## src/tmjc_pkg.sv

```systemverilog
// ----------------------------------------------------------------------------
// tmjc_pkg
// Shared types and constants for the thresholded jet colormap block.
// ----------------------------------------------------------------------------
package tmjc_pkg;

  typedef enum logic [1:0] {
    CMD_WRITE  = 2'd0,
    CMD_SAMPLE = 2'd1,
    CMD_RENDER = 2'd2,
    CMD_NONE   = 2'd3
  } tmjc_cmd_t;

  // Stage-one control as seen by the datapath units
  typedef struct packed {
    logic      fire;
    tmjc_cmd_t cmd;
  } tmjc_ctl_t;

  localparam int unsigned THR_W      = 10;
  localparam int unsigned LEVEL_W    = 16;
  localparam int unsigned COLOR_W    = 8;
  localparam int unsigned ENTRY_W    = 3 * COLOR_W;
  localparam int unsigned PROD_W     = 27;
  localparam int unsigned APB_ADDR_W = 3;
  localparam int unsigned APB_DATA_W = 32;

  localparam logic [THR_W-1:0]          THR_RESET  = 10'd29;
  localparam logic signed [LEVEL_W-1:0] MAX_RESET  = 16'sh8000;
  localparam logic signed [10:0]        THR_SCALE  = 11'sd1000;

  // Register index, taken from paddr[2]
  localparam logic REG_THRESHOLD = 1'b0;

endpackage

```

## src/tmjc_thr.sv

```systemverilog
// ----------------------------------------------------------------------------
// tmjc_thr
// Running frame maximum and the relative threshold visibility test.
// ----------------------------------------------------------------------------
module tmjc_thr import tmjc_pkg::*; (
  input  logic                      clk,
  input  logic                      rst_n,
  input  tmjc_ctl_t                 ctl,
  input  logic signed [LEVEL_W-1:0] level,
  input  logic                      frame_start,
  input  logic [THR_W-1:0]          thr,
  output logic                      visible_r
);

  logic signed [LEVEL_W-1:0] frame_max_r, frame_max_nxt;
  logic signed [PROD_W-1:0]  lhs, rhs;
  logic signed [THR_W:0]     thr_s;
  logic                      pass;

  assign thr_s = $signed({1'b0, thr});
  assign lhs   = level * THR_SCALE;
  assign rhs   = thr_s * frame_max_r;

  // Test flips for a negative maximum; a zero maximum only needs a positive level
  always_comb begin
    priority if (frame_max_r > 0) begin
      pass = lhs > rhs;
    end else if (frame_max_r < 0) begin
      pass = lhs < rhs;
    end else begin
      pass = level > 0;
    end
  end

  always_comb begin
    frame_max_nxt = frame_max_r;
    if (ctl.fire && ctl.cmd == CMD_SAMPLE && (frame_start || level > frame_max_r)) begin
      frame_max_nxt = level;
    end
  end

  always_ff @(posedge clk) begin
    if (!rst_n) begin
      frame_max_r <= MAX_RESET;
    end else begin
      frame_max_r <= frame_max_nxt;
    end
  end

  always_ff @(posedge clk) begin
    if (ctl.fire && ctl.cmd == CMD_RENDER) begin
      visible_r <= pass;
    end
  end

  a_restart: assert property (@(posedge clk) disable iff (!rst_n)
    ctl.fire && ctl.cmd == CMD_SAMPLE && frame_start |=> frame_max_r == $past(level))
    else $error("frame maximum not restarted by a frame start sample");

  a_max_hold: assert property (@(posedge clk) disable iff (!rst_n)
    !(ctl.fire && ctl.cmd == CMD_SAMPLE) |=> $stable(frame_max_r))
    else $error("frame maximum changed outside a sample transaction");

endmodule
```

## config.mk

```make
export PLATFORM = sky130hd
export DESIGN_NAME = tmjc_thr
export DESIGN_NICKNAME = d
export VERILOG_FILES = /design/src/tmjc_pkg.sv /design/src/tmjc_thr.sv
export SDC_FILE = /design/constraint.sdc
export NUM_CORES = 1
export LEC_CHECK = 0
export BUFFER_PORTS_ARGS = -buffer_cell sky130_fd_sc_hd__buf_2
export CORE_MARGIN = 1.5
export CORE_UTILIZATION = 25
export CTS_CLUSTER_DIAMETER = 120
export CTS_CLUSTER_SIZE = 20
export DETAILED_ROUTE_END_ITERATION = 10
export SLEW_MARGIN = 30
export SYNTH_ARGS = -nofsm -noshare
export SYNTH_HDL_FRONTEND = slang
export SYNTH_SLANG_ARGS = --single-unit
```

## constraint.sdc

```tcl
create_clock -name clk -period 8.7 [get_ports clk]
set_clock_uncertainty 0.2 [all_clocks]
set_input_delay 1.305 -clock clk [delete_from_list [all_inputs] [get_ports clk]]
set_output_delay 1.305 -clock clk [all_outputs]
set_load 0.05 [all_outputs]
```

* Word level (Yosys, flattened, before mapping)
Index checks and enable logic that the tools add are counted.
Word-level totals: register bits after elaboration 17, input bits 32, output and inout port bits 1, word-level logic and storage cells 18
Cells by class: multipliers 2, $lt $le $gt $ge 6, equal/unequal tests 2, multiplexer cells 2, reduce and logical (&&, ||, !) cells 4
Operators with widths (count):
- 16-bit by 1-bit > comparator with 1-bit output (second input constant) | 2
- 27-bit > comparator | 1
- 27-bit less-than comparator | 1
- 11-bit by 16-bit multiplier with 27-bit output | 1
- 16-bit by 8-bit multiplier with 24-bit output (second input constant) | 1
- 16-bit > comparator | 1
- 16-bit by 1-bit less-than comparator with 1-bit output (second input constant) | 1
- 1-bit logical AND | 3
- 2-bit by 1-bit == test with 1-bit output (second input constant) | 1
- 2-bit == test (second input constant) | 1
- 1-bit 2-to-1 mux | 2
- 1-bit logical OR | 1

* Logic depth before layout (Yosys ltp)
depth after elaboration 4, depth in mapped cells 31, gate-level depth less buffers 30

* Least setup slack after synthesis
No wires, ideal clock.
path kind input to register, start input port thr[4], end register visible_r (data pin), setup time 270 ps, data arrival time 7485 ps, data required time 8230 ps, slack 745 ps, stages 26, buffers on the path 1, cells stage by stage clkbuf_1 > nand2_1 > fa_1 > fa_1 > fa_1 > inv_1 > fa_1 > inv_1 > fa_1 > inv_1 > ha_1 > a21o_1 > a21o_1 > a21oi_1 > o31a_1 > a21oi_1 > o21a_1 > a2111oi_0 > nor3_1 > ha_1 > nand4_1 > nor4_1 > a221oi_2 > mux2_2 > a31oi_1 > a21oi_1
Between the ends: word-level cells in the longest chain between the ends 4, elaborated cells on any way between the ends 5, classes of those cells 1 x mul; 2 x order compare; 2 x mux
RTL lines:
- from (decl) | line tmjc_thr.sv:11 | input logic [THR_W-1:0] thr,
- 11-bit by 16-bit multiplier with 27-bit output * | line tmjc_thr.sv:22 | assign rhs = thr_s * frame_max_r;
- 27-bit less-than comparator | line tmjc_thr.sv:29 | pass = lhs < rhs;
- 1-bit 2-to-1 mux | line tmjc_thr.sv:28 | end else if (frame_max_r < 0) begin
- 1-bit 2-to-1 mux * | line tmjc_thr.sv:26 | priority if (frame_max_r > 0) begin
- net pass | line tmjc_thr.sv:18 | logic pass;
- to (signal assigned) | line tmjc_thr.sv:52 | visible_r <= pass;
- to (decl) | line tmjc_thr.sv:12 | output logic visible_r
Mark *: on every way through the listed nets, which the timed path passes. The rest lies on a longest branch. A chain may end at the register's enable or synchronous reset.

* Worst setup path in the final report
Ends and elaborated chain as after synthesis.

==> results.ini <==
[run_status]
status = finished, final reports clean

[cts]
cts_tree = yes
cts_sinks = 17
cts_buffers = 3
clockBufferDepth = 2
hold_buffers = 0
cts_root_buf = clkbuf_16
path_clk_slew_ns = 0.06
clk_latency_ns = 0.26
htreeDepth = 1

[timing]
fmax_mhz = 122.7
maxSlewHeadroom = 0.4959
hold_viol_final = 0
report.final.slew_viol_count = 0
layout_setup_ws_ns = 0.5508
tightestPinTransition_ns = 0.7534
setup_violations = 0
fin_crit_sh = 0.9367
tns_ns = 0
rsz0062_at_grt = no
min_period_ns = 8.149

[place]
hpwlAfterDp_mm = 20.56
place_area_um2 = 11390
io_buffer_count = 32
place_ws_ns = 0.1165
place.gp.congestion = 0.8248

[grt]
grt_pass1_wl_mm = 40.65
grt-ovfl-total = 0
track_usage = 0.1131
antenna_found_initial = 0
grt_max_degree = 18
grt_pass1_vias = 8452

[finish]
design_area_um2 = 11480
final_common_cell = inv_1
drive_gt1_frac = 0.03910
num-nets-final = 1609
most-common-layout-cells = inv_1 (309), fa_1 (204), ha_1 (170), nand2_1 (103), and2_1 (88)
antennaDiodeCount = 0
multi_input_area_um2 = 9032
n_fill_cell = 4470
ff_latch_area_um2 = 350.3
area_growth_pct = 7.826

[setup_path]
critPathMaxFanout = 16
end_kind = register
cp.required_ns = 8.48
crit_arrival_ns = 7.93
cp-start-kind = input pin
crit_type = in2reg

[hold_path]
hp-class = reg2reg

[run]
cap_violations = 0

[pwr]
pwr-share-seq = 0.036
p_switching_w = 0.001671
sw_frac_of_total = 0.5343
p_int_w = 0.001456
peakVddDrop_uv = 270.6
clockPowerShare = 0.031
p_per_area_nw_per_um2 = 272.4
power_leakage_nw = 6.090
comb_power_share = 0.933

[floorplanning]
core.rowCount = 75
die_h_um = 209.4
die_area_um2 = 43840
io_pins = 33
die_w_um = 209.4
coreArea_um2 = 41950
initial_core_util = 0.2539

[routing]
vias = 7630
via_per_inst = 4.383
wl_per_cell_um = 13.46
drt_iter0_drc = 232
drtPass1Iterations = 4
antenna_left = 0
wl_mm = 23.44
drc = 0

[synth]
synth_nets = 1598
synth_top_cell_area_share = 0.3835
synth_area_um2 = 10650
yosysWarnings = 0
synthCells = 1192
synthFlopType = dfxtp_1
yosysTopAreaCell = fa_1
synthArstFlopShare = 0
ys_seq_area_frac = 0.03290
synth_seq_cells = 17
syn_avg_cell_area_um2 = 8.934
synthTopCellsByArea = fa_1 (38%), ha_1 (20%), inv_1 (11%)
yosysUniqueCellTypes = 44
synth-edff-count = 1

==> Yosys cell counts (3+ instances only) <==
| cell type | count |
|---|---|
| a221o_1 | 3 |
| and4_1 | 3 |
| a21o_1 | 26 |
| a211oi_1 | 3 |
| mux2i_1 | 16 |
| clkbuf_1 | 27 |
| a21oi_1 | 38 |
| nor3_1 | 4 |
| and3_1 | 4 |
| nor2_1 | 22 |
| o21ai_0 | 18 |
| nand2_1 | 103 |
| a31oi_1 | 6 |
| ha_1 | 170 |
| xor2_1 | 17 |
| fa_1 | 204 |
| o211ai_1 | 4 |
| and2_1 | 88 |
| or3_1 | 3 |
| o21bai_1 | 7 |
| a211o_1 | 3 |
| nor4_1 | 6 |
| nand3_1 | 10 |
| nor2b_1 | 7 |
| inv_1 | 309 |
| o21a_1 | 9 |
| nand4_1 | 11 |
| nand2b_1 | 6 |
| xnor2_1 | 31 |
| dfxtp_1 | 16 |
==> path summary, 6_finish.rpt <==
path / start / to / slack [ns] / cells after the start
max: thr[4] / visible_r / 0.55 / 26
min: frame_max_r[15] / frame_max_r[15] / 0.53 / 2
max reg2reg: frame_max_r[11] / visible_r / 1.13 / 26
min reg2reg: frame_max_r[15] / frame_max_r[15] / 0.53 / 2
==> power by group through the flow <==
stage / clock network, W / logic [W] / registers (W)
2_1_floorplan: 0 / 0.00228 / 0.000112
3_3_place_gp: 0 / 0.00286 / 0.000114
3_5_place_dp: 0 / 0.00294 / 0.000113
4_1_cts: 0.0000983 / 0.00296 / 0.000111
5_1_grt: 0.000102 / 0.00340 / 0.000112
6_report: 0.0000971 / 0.00292 / 0.000111
==> repair_timing <==
| item | CTS | global route |
|---|---|---|
| resized for setup | 0 | 1 |
| endpoints found under the setup margin | 0 | 1 |
| buffers inserted | 0 | 0 |
==> logic make-up (layout without fill, tap and decap cells) <==
family / count (synthesis) / count (layout) / synth area share
compound gates: 129 / 129 / 0.08002
simple gates: 269 / 269 / 0.1277
buf+inv: 338 / 348 / 0.1205
flops: 17 / 17 / 0.03290
mux: 17 / 17 / 0.01610
fa+ha+maj: 374 / 374 / 0.5832
xor+xnor: 48 / 48 / 0.03948
==> state kept, by name (all words and copies together) (netlist names) <==
register     flops
visible_r        1
frame_max_r     16
==> cell type report <==
type,count,area share
multi-input combinational,837,0.7866
inverter,309,0.1010
sequential,17,0.03051
timing repair buffer,35,0.01591
clock buffer,3,0.006538
clock inverter,1,0.0006538
tap,539,0.05873
==> worst max-delay path: stages <==
cell and delay, ns:
buf_2 0.28, nand2_1 0.13, fa_1 0.59, fa_1 0.43
fa_1 0.49, inv_1 0.05, fa_1 0.53, inv_1 0.06
fa_1 0.53, inv_1 0.04, ha_1 0.35, a21o_1 0.20
a21o_1 0.16, a21oi_1 0.13, o31a_1 0.19, a21oi_1 0.17
o21a_1 0.26, a2111oi_0 0.45, nor3_1 0.12, ha_1 0.31
nand4_1 0.15, nor4_2 0.38, a221oi_2 0.12, mux2_2 0.31
a31oi_1 0.13, a21oi_1 0.06
==> through the flow <==
step           power [W]  utilization  hold WS [ns]  std cells
2_1_floorplan   0.002387            -        0.2834       1192
3_3_place_gp    0.002973       0.2714        0.5285       1737
3_5_place_dp    0.003048       0.2716        0.5297       1737
5_1_grt         0.003610       0.2737        0.6076       1741
6_report        0.003128       0.2737        0.5278       1741
4_1_cts         0.003168       0.2736        0.5391       1741
==> routing by layer <==
layer	vias to the layer above	global-route usage	wire [um]
met3	30	0.006584	426
met4	0	0.02299	502
met5	-	0	0
li1	3680	-	-
met2	93	0.2179	12600
met1	3827	0.1377	9911
No activity file was read; power rests on OpenSTA's default activity.
