--- src/tmjc_pkg.sv ---
// ----------------------------------------------------------------------------
// tmjc_pkg
// Shared types and constants for the thresholded jet colormap block.
// ----------------------------------------------------------------------------
package tmjc_pkg;

  typedef enum logic [1:0] {
    CMD_WRITE  = 2'd0,
    CMD_SAMPLE = 2'd1,
    CMD_RENDER = 2'd2,
    CMD_NONE   = 2'd3
  } tmjc_cmd_t;

  // Stage-one control as seen by the datapath units
  typedef struct packed {
    logic      fire;
    tmjc_cmd_t cmd;
  } tmjc_ctl_t;

  localparam int unsigned THR_W      = 10;
  localparam int unsigned LEVEL_W    = 16;
  localparam int unsigned COLOR_W    = 8;
  localparam int unsigned ENTRY_W    = 3 * COLOR_W;
  localparam int unsigned PROD_W     = 27;
  localparam int unsigned APB_ADDR_W = 3;
  localparam int unsigned APB_DATA_W = 32;

  localparam logic [THR_W-1:0]          THR_RESET  = 10'd29;
  localparam logic signed [LEVEL_W-1:0] MAX_RESET  = 16'sh8000;
  localparam logic signed [10:0]        THR_SCALE  = 11'sd1000;

  // Register index, taken from paddr[2]
  localparam logic REG_THRESHOLD = 1'b0;

endpackage

--- src/tmjc_cfg.sv ---
// ----------------------------------------------------------------------------
// tmjc_cfg
// APB register file holding the relative visibility threshold.
// ----------------------------------------------------------------------------
module tmjc_cfg import tmjc_pkg::*; (
  input  logic                  clk,
  input  logic                  rst_n,
  input  logic                  psel,
  input  logic                  penable,
  input  logic                  pwrite,
  input  logic [APB_ADDR_W-1:0] paddr,
  input  logic [APB_DATA_W-1:0] pwdata,
  output logic [APB_DATA_W-1:0] prdata,
  output logic                  pready,
  output logic [THR_W-1:0]      thr_r
);

  logic             wr_en;
  logic [THR_W-1:0] thr_nxt;

  assign pready = 1'b1;
  assign wr_en  = psel && penable && pwrite && (paddr[2] == REG_THRESHOLD);

  always_comb begin
    thr_nxt = thr_r;
    if (wr_en) begin
      thr_nxt = pwdata[THR_W-1:0];
    end
  end

  always_ff @(posedge clk) begin
    if (!rst_n) begin
      thr_r <= THR_RESET;
    end else begin
      thr_r <= thr_nxt;
    end
  end

  always_comb begin
    prdata = '0;
    if (paddr[2] == REG_THRESHOLD) begin
      prdata = {{(APB_DATA_W-THR_W){1'b0}}, thr_r};
    end
  end

endmodule

--- config.mk ---
export PLATFORM = sky130hd
export DESIGN_NAME = tmjc_cfg
export DESIGN_NICKNAME = d
export VERILOG_FILES = /design/src/tmjc_pkg.sv /design/src/tmjc_cfg.sv
export SDC_FILE = /design/constraint.sdc
export NUM_CORES = 1
export LEC_CHECK = 0
export ABC_CLOCK_PERIOD_IN_PS = 900
export BUFFER_PORTS_ARGS = -buffer_cell sky130_fd_sc_hd__clkbuf_2
export CORE_UTILIZATION = 32
export CTS_BUF_LIST = sky130_fd_sc_hd__clkbuf_16
export DETAILED_ROUTE_END_ITERATION = 6
export HOLD_SLACK_MARGIN = 0.06
export PLACE_DENSITY = 0.8
export SYNTH_ARGS = -nofsm -noshare
export SYNTH_HDL_FRONTEND = slang
export SYNTH_SLANG_ARGS = --single-unit
--- constraint.sdc ---
create_clock -name clk -period 0.9 [get_ports clk]
set_input_delay 0.09 -clock clk [delete_from_list [all_inputs] [get_ports clk]]
set_output_delay 0.09 -clock clk [all_outputs]
set_load 0.05 [all_outputs]
# ---- Word level (Yosys, flattened, before mapping)
# Cells that the tools add are included.
dict set report word_totals {
  reg_bits 10
  output_inout_bits 43
  wordCells 6
}
dict set report classes {
  n_mux 1
  bitwise 1
  reduce_logical 3
}
# cell n
set ops {}
lappend ops {{$mux 10} 1}
lappend ops {{$logic_and 1x1->1} 3}
lappend ops {{$not 1->1} 1}

# ---- Logic depth before layout (Yosys ltp)
# Gate-level depths: netlist of the first run.
dict set report logic_depth {
  ltp_word 3
  depth_mapped 3
  mapped_depth_nobuf 2
}

# ---- Least setup slack after synthesis of the first run
# Ideal clock, no wire load.
dict set report synth_timing {
  path_type {register to output}
  startpoint {register thr_r[0]}
  endpoint {output prdata[0]}
  arrival_ns 1.410
  slack_ns -0.600
  stages_incl_launch_ff 2
  cell_sequence {dfxtp_1 -> nor2b_1}
}
dict set report synth_via {
  elab_chain_len 1
}
# item line_no
set synth_rtl {}
lappend synth_rtl {{start, declared} tmjc_cfg.sv:15} ;# output logic [THR_W-1:0] thr_r
lappend synth_rtl {{start signal, assigned} tmjc_cfg.sv:35} ;# thr_r <= thr_nxt;
lappend synth_rtl {{$mux 10} tmjc_cfg.sv:41} ;# if (paddr[2] == REG_THRESHOLD) begin
lappend synth_rtl {{end, declared} tmjc_cfg.sv:13} ;# output logic [APB_DATA_W-1:0] prdata,
# Every way passes these cells.

# ---- Worst setup path in the final report of the first run
dict set report layout_timing {
  startpoint {register thr_r[3]}
  endpoint {output prdata[3]}
}
# Same word-level chain as after synthesis.

==> flow_summary.ini, run 1 <==
[status]
run_status = finished, violations left
violations = setup timing

[detailed_routing]
drt_iter0_drc = 2
antenna_left = 0
drc = 0
dr.pass1.iters = 2
vias = 570
wirelength_mm = 1.38
viasPerCell = 3.96
wl_per_cell_um = 9.61

[finish]
final_common_cell = conb_1
layout-drive-gt1-share = 0.530
largestRegisters = thr_r x10
area_delta_synth_final_pct = 65.5
final_nets = 158
n_antenna_cell = 0
largest_reg_flops = 10
layoutNonFillerInstCount = 144
largest-register = thr_r
final_cell_mix = conb_1, clkbuf_2, nand2_1

[timing]
post-route-period-util = 1.07
finalHoldViolations = 0
setup_viol = 10
drv_slew = 0
fmax_mhz = 1040
fin_skew_ns = 0
grt_setup_unrepaired = yes
setup_tns_ns = -0.524
period_needed_ns = 0.961
fin_ws_ns = -0.0607
hold-worst-slack_ns = 0.0775

[worst_setup_path]
start_kind = flip-flop
crit_buf_inv = 1
worst_r2r_path_depth = 2
crit_type = flip-flop to output port
reg2reg_from = thr_r[3]
endpoint_kind = output port
cpPeakStageDelay_ns = 0.34
crit_fanout = 3
crit_slowest_cell = dfxtp_4
worstPathRequired_ns = 0.81
path_delay_family = flip-flops
crit_chain = nor2b_4, buf_8
critPathArrivalTime_ns = 0.87
reg2reg_to = thr_r[3]
path_depth = 2
r2r_slack_ns = 0.27

[place]
place_inst = 140
dp_hpwl_mm = 1.05
io_buffers = 35
gp_congestion = 0.702

[clocking]
insertion_delay_ns = 0.23
clk_pin_slew_worst_paths_ns = 0.04
clock_path_buffers = 2
cts_hold_buf = 0
cts_root_buffer = clkbuf_16
htreeDepth = 1
clock-sinks = 10
post_cts_buffers = 0
cts_tree = yes
cts_buffers = 3

[global_routing]
grt-ovfl-total = 0
grt_pass1_wl_mm = 1.97
antenna_found_initial = 0
grt.total_usage = 0.127
grt_pass1_vias = 473
grt_max_degree = 14

[yosys]
synth_top_area_share = 0.299
post_synth.cell_area_avg_sq_um = 8.38
netlist_instances = 80
synth_seq_cells = 10
synth_warnings = 0
yosys.area.top_type = dfxtp_1
netlist_area_sq_um = 671
synth.area.top_cells = dfxtp_1, buf_4, nor2b_1
ys_types = 9
synth-seq-area-share = 0.299

[run]
drv_cap = 0

[power]
leakagePower_nw = 0.523
ir_drop_mv = 0.732
pwr_density_cell_mw_per_mm2 = 1530

[die]
die-area_sq_mm = 0.00228
row_count = 16
die_w_um = 47.8
dieHeight_um = 47.8
num_io_pins = 83
initial_core_util = 0.342
core_region_area_sq_mm = 0.00196

[worst_hold_path]
min-delay-path-class = input pin to flip-flop
hold-path-endpoint = thr_r[1]
min_path_cells = 3
hold_start = pwdata[1]
-- where the power goes --
part / internal, W / switching [W] / total [W]
registers: 0.000432 / 0.00000721 / 0.000439
clock network: 0.000581 / 0.000190 / 0.000771
logic: 0.000119 / 0.000368 / 0.000487
total: 0.00113 / 0.000565 / 0.00170
-- worst register-to-register path, delay by kind of cell (launching register included) --
family	cells	cell delay (ns)
DFF	1	0.34
and+or+nand+nor	1	0.11
muxes	1	0.07
-- stage by stage --
| stage | total power (W) | util | cell area [sq um] | worst slack (ns) |
|---|---|---|---|---|
| floorplan | 0.000902 | - | 863 | 0.0346 |
| CTS | 0.00171 | 0.559 | 1100 | -0.0840 |
| finish | 0.00170 | 0.566 | 1110 | -0.0607 |
| global route | 0.00177 | 0.566 | 1110 | -0.0849 |
| global placement | 0.000887 | 0.462 | 906 | 0.0163 |
| detailed placement | 0.000893 | 0.462 | 906 | -0.00788 |
-- cells in the mapped netlist --
cell	count
and4b_1	1
buf_4	23
buf_6	1
clkbuf_1	3
conb_1	2
dfxtp_1	10
mux2i_1	10
nand2_1	12
nor2b_1	18
-- kinds of logic (layout without fill, tap and decap cells) --
| family | Yosys count | in the layout | synth area share |
|---|---|---|---|
| other cells | 2 | 23 | 0.0112 |
| buf+inv | 27 | 43 | 0.291 |
| flops | 10 | 10 | 0.299 |
| simple gates | 31 | 31 | 0.250 |
| mux | 10 | 10 | 0.149 |
-- area by class of cell --
type / count / area [sq um]
fillers: 208 / 852
multi-input cells: 64 / 429
repair buffers: 39 / 330
flip-flops and latches: 10 / 238
clock buffers: 3 / 75.1
well taps: 27 / 33.8
clock inverters: 1 / 3.75
-- layer usage --
metal  up-vias  routed length (um)  share of wire  GRT usage
met5         -                   0              0          0
li1        273                   -              -          -
met1       266                 541           0.39      0.132
met3         0                  88          0.064     0.0340
met4         0                   0              0     0.0667
met2        31                 754           0.54      0.232
-- worst max path at each step --
stage | slack [ns] | to | startpoint
finish | -0.06 | prdata[3] | thr_r[3]
global route | -0.08 | prdata[3] | thr_r[3]
CTS | -0.08 | prdata[9] | thr_r[9]
detailed placement | -0.008 | thr_r[5] | paddr[2]
global placement | 0.02 | prdata[1] | paddr[2]
floorplan | 0.03 | prdata[0] | thr_r[0]
-- what timing repair did --
| item | 4_1_cts | 5_1_grt |
|---|---|---|
| gates resized for setup | 30 | 15 |
| pin swaps | 0 | 0 |
| cloned | 0 | 0 |
| setup endpoints to repair | 20 | 17 |
Power figures use the tool's default switching activity.
==> run 2: changes to the inputs <==
--- a/config.mk
+++ b/config.mk
@@ -6,5 +6,5 @@
 export NUM_CORES = 1
 export LEC_CHECK = 0
-export ABC_CLOCK_PERIOD_IN_PS = 900
+export ABC_CLOCK_PERIOD_IN_PS = 1000
 export BUFFER_PORTS_ARGS = -buffer_cell sky130_fd_sc_hd__clkbuf_2
 export CORE_UTILIZATION = 32
==> constraint.sdc (replaced) <==
create_clock -name clk -period 1 [get_ports clk]
set_input_delay 0.2 -clock clk [delete_from_list [all_inputs] [get_ports clk]]
set_output_delay 0.2 -clock clk [all_outputs]
set_load 0.05 [all_outputs]
==> run 2 against run 1 <==
The flow still finishes with violations (setup timing). Clock power down 11%. Wire length down 3.5%. Via count up 0.70%. Power down 9.9%. Count of clock-buffer cells in the layout unchanged. Setup slack worse by 0.0085 ns. Largest power group unchanged.
==> flow_summary.ini, run 2 (synthesized netlist as in run 1, its figures left out) <==
[status]
violations = setup timing
run_status = finished, violations left

[worst_hold_path]
hold_start = pwdata[7]
min-delay-path-class = input pin to flip-flop
min_path_cells = 3
hold-path-endpoint = thr_r[7]

[finish]
largest_reg_flops = 10
final_nets = 159
largestRegisters = thr_r x10
area_delta_synth_final_pct = 68.5
n_antenna_cell = 0
fillers = 182
layout-drive-gt1-share = 0.534
final_common_cell = conb_1
regArea_sq_um = 238
fin_area_sq_mm = 0.00113
layoutNonFillerInstCount = 145
multi_input_area_sq_um = 429
largest-register = thr_r
final_cell_mix = conb_1, clkbuf_2, buf_4

[timing]
finalHoldViolations = 0
fin_ws_ns = -0.0692
setup_tns_ns = -0.637
drv_slew = 0
period_needed_ns = 1.07
grt_setup_unrepaired = yes
post-route-period-util = 1.07
fin_skew_ns = 0
setup_viol = 10
fmax_mhz = 935

[power]
power.internal_w = 0.00103
p_clk_frac = 0.449
ir_drop_mv = 1.04
pwr_density_cell_mw_per_mm2 = 1350
finalPower_w = 0.00153
pwr-share-comb = 0.292
power_switching_share = 0.329
seqPwrFrac = 0.259
leakagePower_nw = 0.533
p_switching_w = 0.000503

[clocking]
clk_pin_slew_worst_paths_ns = 0.04
post_cts_buffers = 0
insertion_delay_ns = 0.23
cts_root_buffer = clkbuf_16
htreeDepth = 1
cts_buffers = 3
clock_path_buffers = 2
cts_tree = yes
clock-sinks = 10

[detailed_routing]
viasPerCell = 3.96
dr.pass1.iters = 1
wl_per_cell_um = 9.21
drt_iter0_drc = 0
vias = 574
wirelength_mm = 1.34
antenna_left = 0
drc = 0

[worst_setup_path]
r2r_slack_ns = 0.36
cpPeakStageDelay_ns = 0.34
endpoint_kind = output port
worstPathRequired_ns = 0.80
path_delay_family = flip-flops
start_kind = flip-flop
crit_chain = nor2b_4, buf_8
crit_slowest_cell = dfxtp_4
reg2reg_to = thr_r[3]
critPathArrivalTime_ns = 0.87
reg2reg_from = thr_r[3]
crit_type = flip-flop to output port
crit_buf_inv = 1
worst_r2r_path_depth = 2
crit_fanout = 3

[die]
num_io_pins = 83
die_w_um = 47.8
core_region_area_sq_mm = 0.00196
initial_core_util = 0.342
row_count = 16
die-area_sq_mm = 0.00228
dieHeight_um = 47.8

[place]
dp_slack_ns = -0.0708
io_buffers = 35
dp_hpwl_mm = 1.07
placed_area_sq_um = 926
place_inst = 141
gp_congestion = 0.599

[run]
drv_cap = 0

[global_routing]
grt_pass1_wl_mm = 2.01
grt_max_degree = 13
grt_pass1_vias = 469
grt.total_usage = 0.134
grt-ovfl-total = 0
antenna_found_initial = 0
run 2: cell types whose count changed in the layout (fill, tap and decap cells not counted):
| cell | change |
|---|---|
| buf_4 | +4 |
| clkbuf_4 | -4 |
| buf_12 | +1 |
run 2: layout make-up:
| class | instances | share of cell area |
|---|---|---|
| clock buffers | 3 | 0.0664 |
| clock inverters | 1 | 0.00332 |
| multi-input cells | 64 | 0.380 |
| flip-flops and latches | 10 | 0.210 |
| well taps | 27 | 0.0299 |
| repair buffers | 40 | 0.310 |
run 2: power groups by stage:
stage	Sequential [W]	Combinational (W)	Clock (W)
detailed placement	0.000403	0.000411	0
CTS	0.000396	0.000438	0.000701
floorplan	0.000433	0.000380	0
global placement	0.000401	0.000407	0
finish	0.000396	0.000447	0.000687
global route	0.000397	0.000476	0.000730
run 2: worst max path at each step:
stage / from / endpoint / depth (start not counted)
after floorplan: thr_r[0] / prdata[0] / 1
after global placement: paddr[2] / prdata[7] / 4
after detailed placement: paddr[2] / prdata[2] / 4
after CTS: thr_r[9] / prdata[9] / 2
after global routing: thr_r[7] / prdata[7] / 2
final: thr_r[6] / prdata[6] / 2
run 2: worst reg2reg max path: stages (launching register included):
cell and delay [ns]:
dfxtp_4 0.33, nor2b_1 0.11, mux2i_1 0.07
run 2: repair_timing:
action / CTS / global route
gates resized for setup: 30 / 19
hold buffers: 0 / 0
endpoints found under the setup margin: 20 / 20
run 2: metal layers:
layer  global-route usage  wire length, um  vias up
met1                0.143              470      261
met2                0.235              748       34
met3               0.0679              116        0
met4               0.0333                0        0
li1                     -                -      279
met5                    0                0        -
run 2: through the flow:
stage	utilization	hold WS, ns
after floorplan	-	0.332
after global placement	0.472	0.420
after detailed placement	0.472	0.426
after CTS	0.570	0.187
after global routing	0.576	0.201
final	0.576	0.186
